<file path="config.mk">
export PLATFORM = sky130hd
export DESIGN_NAME = crc32c_sample_block_key_unit
export DESIGN_NICKNAME = d
export VERILOG_FILES = /design/src/rtl/core/cskey_pkg.sv /design/src/rtl/core/crc32c_sample_block_key_unit.sv /design/src/rtl/core/cskey_in_stage.sv /design/src/rtl/core/cskey_crc_stage.sv /design/src/rtl/core/cskey_out_stage.sv
export VERILOG_INCLUDE_DIRS = /design/src /design/src/rtl/core
export SDC_FILE = /design/constraint.sdc
export NUM_CORES = 1
export LEC_CHECK = 0
export ABC_AREA = 0
export BUFFER_PORTS_ARGS = -buffer_cell sky130_fd_sc_hd__buf_2
export CORE_MARGIN = 4
export CORE_UTILIZATION = 45
export DETAILED_ROUTE_END_ITERATION = 8
export PLACE_DENSITY = 0.7
export SLEW_MARGIN = 5
export SYNTH_ARGS = -nofsm -noshare
export SYNTH_HDL_FRONTEND = slang
export SYNTH_HIERARCHICAL = 1
export SYNTH_SLANG_ARGS = --single-unit
</file>
<file path="constraint.sdc">
create_clock -name clk_i -period 4.2 [get_ports clk_i]
set_input_delay 0.42 -clock clk_i [delete_from_list [all_inputs] [get_ports clk_i]]
set_output_delay 0.42 -clock clk_i [all_outputs]
set_load 0.005 [all_outputs]
</file>
<file path="src/rtl/core/crc32c_sample_block_key_unit_macros.svh">
// ---------------------------------------------------------------------------
// Assertion macros for the CRC-32C sample block key unit.
// Define NO_ASSERTIONS to remove every checker from the build.
// ---------------------------------------------------------------------------
`ifndef CRC32C_SAMPLE_BLOCK_KEY_UNIT_MACROS_SVH
`define CRC32C_SAMPLE_BLOCK_KEY_UNIT_MACROS_SVH

`ifndef NO_ASSERTIONS

// Checked property, switched off while reset is asserted.
`define CSKEY_ASSERT(lbl, clk, rstn, prop, msg) \
  lbl: assert property (@(posedge clk) disable iff (!rstn) prop) else $error(msg);

// Checked property that also holds during reset.
`define CSKEY_ASSERT_ALWAYS(lbl, clk, prop, msg) \
  lbl: assert property (@(posedge clk) prop) else $error(msg);

`else

`define CSKEY_ASSERT(lbl, clk, rstn, prop, msg)
`define CSKEY_ASSERT_ALWAYS(lbl, clk, prop, msg)

`endif

`endif

</file>
<file path="src/rtl/core/cskey_pkg.sv">
// ---------------------------------------------------------------------------
// cskey_pkg
// Shared constants, the transaction type and the CRC-32C byte update.
// ---------------------------------------------------------------------------
`default_nettype none

package cskey_pkg;

  // Field widths.
  localparam int unsigned SampleW = 16;
  localparam int unsigned KeyW    = 32;

  // Default number of sample bytes folded in per transaction.
  localparam int unsigned SampleBytesDef = 2;

  // Reset value of the seed register.
  localparam logic [KeyW-1:0] SeedReset = 32'h0000_01FF;

  // Reflected CRC-32C (Castagnoli) polynomial.
  localparam logic [KeyW-1:0] CrcPoly = 32'h82F6_3B78;

  // One input transaction held in the input register.
  typedef struct packed {
    logic               valid;
    logic [SampleW-1:0] sample;
    logic               start;
    logic               last;
  } item_t;

  // Fold one byte into a reflected CRC, one bit a step.
  function automatic logic [KeyW-1:0] crc_byte(input logic [KeyW-1:0] crc_in,
                                               input logic [7:0]      data);
    logic [KeyW-1:0] crc;
    crc = crc_in ^ {{(KeyW-8){1'b0}}, data};
    for (int b = 0; b < 8; b++) begin
      if (crc[0]) begin
        crc = (crc >> 1) ^ CrcPoly;
      end else begin
        crc = crc >> 1;
      end
    end
    return crc;
  endfunction

endpackage

`default_nettype wire

</file>
<file path="src/rtl/core/crc32c_sample_block_key_unit.sv">
// ---------------------------------------------------------------------------
// crc32c_sample_block_key_unit
// CRC-32C block key over a stream of 16-bit pixel samples.
// ---------------------------------------------------------------------------
//  Channel   Direction  Handshake                Payload
//  input     in         in_valid_i / in_stall_o  sample_i, block_start_i, block_last_i
//  output    out        out_valid_o / out_stall_i block_key_o
//  config    in         seed_value_we_i          seed_value_i
//
//  One sample transaction is accepted per cycle while in_stall_o is low; the CRC update
//  is combinational between the input register and the running CRC register.
//  A key is registered in the output stage once its last sample leaves the input register.
//  Reset loads the seed with 0x1FF and clears the running CRC; no clearing pass.
//  A stalled output only holds back the input once a further last sample waits.
// ---------------------------------------------------------------------------
`default_nettype none
`include "crc32c_sample_block_key_unit_macros.svh"

module crc32c_sample_block_key_unit #(
  parameter int unsigned SampleBytes = cskey_pkg::SampleBytesDef
) (
  input  wire logic                           clk_i,
  input  wire logic                           rst_ni,
  input  wire logic                           seed_value_we_i,
  input  wire logic [cskey_pkg::KeyW-1:0]     seed_value_i,
  input  wire logic                           in_valid_i,
  output logic                                in_stall_o,
  input  wire logic [cskey_pkg::SampleW-1:0]  sample_i,
  input  wire logic                           block_start_i,
  input  wire logic                           block_last_i,
  output logic                                out_valid_o,
  input  wire logic                           out_stall_i,
  output logic [cskey_pkg::KeyW-1:0]          block_key_o
);

  cskey_pkg::item_t           item;
  logic                       out_ready;
  logic                       move;
  logic                       key_load;
  logic [cskey_pkg::KeyW-1:0] crc_next;
  logic [cskey_pkg::KeyW-1:0] running_crc;

  // A transaction leaves the input register unless its key has nowhere to go.
  assign move     = item.valid && (!item.last || out_ready);
  assign key_load = move && item.last;

  cskey_in_stage u_in_stage (
    .clk_i         (clk_i),
    .rst_ni        (rst_ni),
    .in_valid_i    (in_valid_i),
    .in_stall_o    (in_stall_o),
    .sample_i      (sample_i),
    .block_start_i (block_start_i),
    .block_last_i  (block_last_i),
    .pop_i         (move),
    .item_o        (item)
  );

  cskey_crc_stage #(
    .SampleBytes (SampleBytes)
  ) u_crc_stage (
    .clk_i           (clk_i),
    .rst_ni          (rst_ni),
    .seed_value_we_i (seed_value_we_i),
    .seed_value_i    (seed_value_i),
    .item_i          (item),
    .step_i          (move),
    .crc_next_o      (crc_next),
    .running_crc_o   (running_crc)
  );

  cskey_out_stage u_out_stage (
    .clk_i       (clk_i),
    .rst_ni      (rst_ni),
    .load_i      (key_load),
    .key_i       (crc_next),
    .ready_o     (out_ready),
    .out_valid_o (out_valid_o),
    .out_stall_i (out_stall_i),
    .block_key_o (block_key_o)
  );

  // Checks on the hand-over between the stages.
  `CSKEY_ASSERT(a_key_not_overwritten, clk_i, rst_ni,
    (out_valid_o && out_stall_i) |-> !key_load, "key overwritten while stalled")
  `CSKEY_ASSERT(a_crc_only_on_move, clk_i, rst_ni,
    !move |=> $stable(running_crc), "running CRC changed without a transaction")
  `CSKEY_ASSERT(a_key_matches_crc, clk_i, rst_ni,
    key_load |=> (out_valid_o && block_key_o == running_crc), "key differs from running CRC")
  `CSKEY_ASSERT_ALWAYS(a_stall_needs_item, clk_i,
    in_stall_o |-> item.valid, "input stalled with an empty register")

endmodule

`default_nettype wire

</file>
<file path="src/rtl/core/cskey_in_stage.sv">
// ---------------------------------------------------------------------------
// cskey_in_stage
// Input register for sample transactions, with stall towards the source.
// ---------------------------------------------------------------------------
`default_nettype none

module cskey_in_stage (
  input  wire logic                           clk_i,
  input  wire logic                           rst_ni,
  input  wire logic                           in_valid_i,
  output logic                                in_stall_o,
  input  wire logic [cskey_pkg::SampleW-1:0]  sample_i,
  input  wire logic                           block_start_i,
  input  wire logic                           block_last_i,
  input  wire logic                           pop_i,
  output cskey_pkg::item_t                    item_o
);

  logic                          valid_q, valid_d;
  logic [cskey_pkg::SampleW-1:0] sample_q;
  logic                          start_q;
  logic                          last_q;
  logic                          load;

  // The register takes a new transaction when empty or when its content leaves.
  assign in_stall_o = valid_q && !pop_i;
  assign load       = in_valid_i && !in_stall_o;

  always_comb begin
    valid_d = valid_q;
    if (load) begin
      valid_d = 1'b1;
    end else if (pop_i) begin
      valid_d = 1'b0;
    end
  end

  // Occupancy flag.
  always_ff @(posedge clk_i or negedge rst_ni) begin
    if (!rst_ni) begin
      valid_q <= 1'b0;
    end else begin
      valid_q <= valid_d;
    end
  end

  // Payload, loaded only with a new transaction.
  always_ff @(posedge clk_i) begin
    if (load) begin
      sample_q <= sample_i;
      start_q  <= block_start_i;
      last_q   <= block_last_i;
    end
  end

  assign item_o = '{valid: valid_q, sample: sample_q, start: start_q, last: last_q};

endmodule

`default_nettype wire

</file>
<file path="src/rtl/core/cskey_crc_stage.sv">
// ---------------------------------------------------------------------------
// cskey_crc_stage
// Seed register, running CRC register and the CRC-32C sample update.
// ---------------------------------------------------------------------------
`default_nettype none

module cskey_crc_stage #(
  parameter int unsigned SampleBytes = cskey_pkg::SampleBytesDef
) (
  input  wire logic                        clk_i,
  input  wire logic                        rst_ni,
  input  wire logic                        seed_value_we_i,
  input  wire logic [cskey_pkg::KeyW-1:0]  seed_value_i,
  input  wire cskey_pkg::item_t            item_i,
  input  wire logic                        step_i,
  output logic [cskey_pkg::KeyW-1:0]       crc_next_o,
  output logic [cskey_pkg::KeyW-1:0]       running_crc_o
);

  logic [cskey_pkg::KeyW-1:0] seed_q;
  logic [cskey_pkg::KeyW-1:0] crc_q, crc_d;

  // Seed register, written from the configuration port.
  always_ff @(posedge clk_i or negedge rst_ni) begin
    if (!rst_ni) begin
      seed_q <= cskey_pkg::SeedReset;
    end else if (seed_value_we_i) begin
      seed_q <= seed_value_i;
    end
  end

  // Start from the seed on a block start, then fold in the bytes low first.
  always_comb begin
    crc_d = item_i.start ? seed_q : crc_q;
    for (int i = 0; i < SampleBytes && i < 2; i++) begin
      crc_d = cskey_pkg::crc_byte(crc_d, item_i.sample[8*i +: 8]);
    end
  end

  // Running CRC advances once per transaction that leaves the input register.
  always_ff @(posedge clk_i or negedge rst_ni) begin
    if (!rst_ni) begin
      crc_q <= '0;
    end else if (step_i) begin
      crc_q <= crc_d;
    end
  end

  assign crc_next_o    = crc_d;
  assign running_crc_o = crc_q;

endmodule

`default_nettype wire

</file>
<file path="src/rtl/core/cskey_out_stage.sv">
// ---------------------------------------------------------------------------
// cskey_out_stage
// Result register holding one block key until the sink takes it.
// ---------------------------------------------------------------------------
`default_nettype none

module cskey_out_stage (
  input  wire logic                        clk_i,
  input  wire logic                        rst_ni,
  input  wire logic                        load_i,
  input  wire logic [cskey_pkg::KeyW-1:0]  key_i,
  output logic                             ready_o,
  output logic                             out_valid_o,
  input  wire logic                        out_stall_i,
  output logic [cskey_pkg::KeyW-1:0]       block_key_o
);

  logic                       valid_q, valid_d;
  logic [cskey_pkg::KeyW-1:0] key_q;

  // Free when empty or when the held key leaves in this cycle.
  assign ready_o = !valid_q || !out_stall_i;

  always_comb begin
    valid_d = valid_q;
    if (load_i) begin
      valid_d = 1'b1;
    end else if (!out_stall_i) begin
      valid_d = 1'b0;
    end
  end

  always_ff @(posedge clk_i or negedge rst_ni) begin
    if (!rst_ni) begin
      valid_q <= 1'b0;
    end else begin
      valid_q <= valid_d;
    end
  end

  // Key payload.
  always_ff @(posedge clk_i) begin
    if (load_i) begin
      key_q <= key_i;
    end
  end

  assign out_valid_o = valid_q;
  assign block_key_o = key_q;

endmodule

`default_nettype wire

</file>
==> impl_metrics.toml <==
[status]
status = "completed"

[synth]
syn-num-nets = 477
yosys_warnings = 6
synth-seq-area-share_pct = 49.3
synth_area_per_cell_sq_um = 15.2
synth.ff_latch_count = 116
ys_async_sr_fraction_pct = 56.9
synth_ff_type = "dfrtp_1"
netlist_area_sq_um = 6420
ys_types = 31
postSynthCellCount = 422
synth_edf_count = 50

[routing]
drtIter0Drc = 147
avgViaCountPerCell = 4.87
route.detailed.drc = 0
drt_wl_total_um = 14000
wl_per_cell_um = 19.5
ant_nets = 0
vias = 3509
dr.pass1.iters = 4

[setup_path]
start_kind = "flop"
cpPeakStageDelay_ns = 0.63
cp-end-kind = "flop"
cp_slowest_cell = "edfxtp_1"
cp.required_ns = 4.49
critical_path_class = "flop to flop"
arrival_ns = 4.19
critical_path.n_buffers_inverters = 1
crit_chain = "buf_4, mux2i_4, xnor2_2, xnor2_2, xnor3_2, xnor3_2, xor2_2, xnor2_1, mux2_2"
worstPathMaxFanout = 16
cp_top_family = "XOR/XNOR gates"

[die]
io_pins = 89
start_util_pct = 46.1
core_sq_um = 13900
die_width_um = 127
core.rowCount = 43
fp.dieArea_sq_um = 16200
die_height_um = 127

[global_route]
antenna_found_initial = 0
grt_pass1_vias = 3865
grt_max_degree = 37
grt_use_total_pct = 18.5
grt_overflow = 0
grt_pass1_wl_um = 22100

[timing]
fmax_mhz = 256
finalCriticalPeriod_ns = 3.90
tns_ns = 0
drv_slew = 0
fin_crit_sh_pct = 92.8
slew_headroom_pct = 40.4
hold_viol = 0
setup_violations = 0
rsz0062_at_grt = "false"
worst_slew_pin_slew_ns = 0.888
skew_ns = 0.0131

[cells_and_area]
antenna_cells = 0
nFillCells = 1139
num-nets-final = 582
drive_gt1_share_pct = 42.0
syn2layout_area_growth_pct = 21.0

[clocking]
post-cts-setup-buffers = 0
clock-sinks = 116
cts_hold_buffers = 0
cts_tree = "built"
clock_path_buffers = 2
cts-root-buf = "clkbuf_16"
clk_latency_ns = 0.41
cts_resized = 0
cts-htree-levels = 4
numCtsBuffers = 17
clkTransAtPathRegs_ns = 0.05

[place]
port_buffers = 88
hpwl_um = 10500
place_congestion = 0.889

[min_path]
hp-class = "input pin to asynchronous set/reset pin"

[run]
drv_cap = 0
==> stage by stage <==
stage	util, %	std cells	setup WS, ns	hold WS, ns	area [sq um]
global placement	51.0	688	0.294	0.480	7110
global route	55.8	720	0.101	0.121	7770
CTS	55.8	720	0.249	0.0958	7770
finish	55.8	720	0.300	0.0771	7770
detailed placement	51.0	688	0.287	0.495	7110
floorplan	-	422	0.995	0.124	6420
==> layout by cell type (no fill, tap or decap), types with 6 or more instances in the layout <==
master / synthesis / routed
xnor2_1: 96 / 96
buf_2: 1 / 88
mux2_2: 60 / 60
dfrtp_1: 57 / 57
edfxtp_1: 50 / 50
xor2_1: 37 / 37
mux2i_1: 29 / 29
xnor3_1: 19 / 19
clkbuf_16: 0 / 17
buf_4: 3 / 13
xnor2_2: 10 / 10
dfstp_2: 9 / 9
inv_1: 6 / 6
xor2_2: 6 / 6
==> routing by layer <==
layer  share of wire [%]  GRT usage [%]
met2                  49           29.1
met3                 4.3           5.35
met5                   0              0
met4                0.97           5.74
met1                  46           24.9
==> path summary, 6_finish.rpt <==
| kind | startpoint | to | slack, ns | cells after the start |
|---|---|---|---|---|
| max | u_in_stage/start_q | u_crc_stage/running_crc_o[4] | 0.30 | 9 |
| max in group asynchronous | rst_ni | u_crc_stage/seed_q[7] | 3.15 | 2 |
| min | rst_ni | u_crc_stage/seed_q[20] | 0.08 | 1 |
| min in group clk_i | sample_i[5] | u_in_stage/sample_q[5] | 0.18 | 1 |
| max reg2reg | u_in_stage/start_q | u_crc_stage/running_crc_o[4] | 0.30 | 9 |
| min reg2reg | u_crc_stage/running_crc_o[29] | u_crc_stage/running_crc_o[29] | 0.50 | 1 |
==> cells by family after synthesis <==
logic type	share of synthesized area, %
AO/OA/AOI/OAI	0.701
flip-flops	49.3
XOR/XNOR	32.0
AND/OR/NAND/NOR	0.974
multiplexers	15.4
buffers and inverters	1.66
==> sequential cells by signal, summed over array words and instances, names as in the netlist <==
register,cells
u_crc_stage/running_crc_o,32
u_out_stage/out_valid_o,1
u_in_stage/valid_q,1
u_out_stage/block_key_o,32
u_in_stage/start_q,1
u_in_stage/last_q,1
u_crc_stage/seed_q,32
u_in_stage/sample_q,16
==> final cells by class <==
class	count	area, sq um	area share [%]
well taps	180	225	2.90
clock inverters	9	173	2.22
multi-input cells	285	3160	40.7
repair buffers	101	538	6.92
clock buffers	23	488	6.28
flip-flops and latches	116	3160	40.7
inverters	6	22.5	0.290
==> synth_stat cells (all sizes together), types with 2 or more instances <==
library cell | number | area share [%]
xnor2 | 108 | 16
xor2 | 44 | 7.0
mux2 | 60 | 11
buf | 11 | 1.1
a21oi | 5 | 0.39
edfxtp | 50 | 23
dfrtp | 57 | 22
nand2 | 2 | 0.12
nand2b | 2 | 0.31
dfstp | 9 | 3.7
clkbuf | 4 | 0.23
nor2 | 5 | 0.29
xnor3 | 23 | 8.1
inv | 6 | 0.35
mux2i | 30 | 4.9
Power is not shown: default switching activity piles up to over one toggle a cycle in this logic, so the estimate is an artifact.
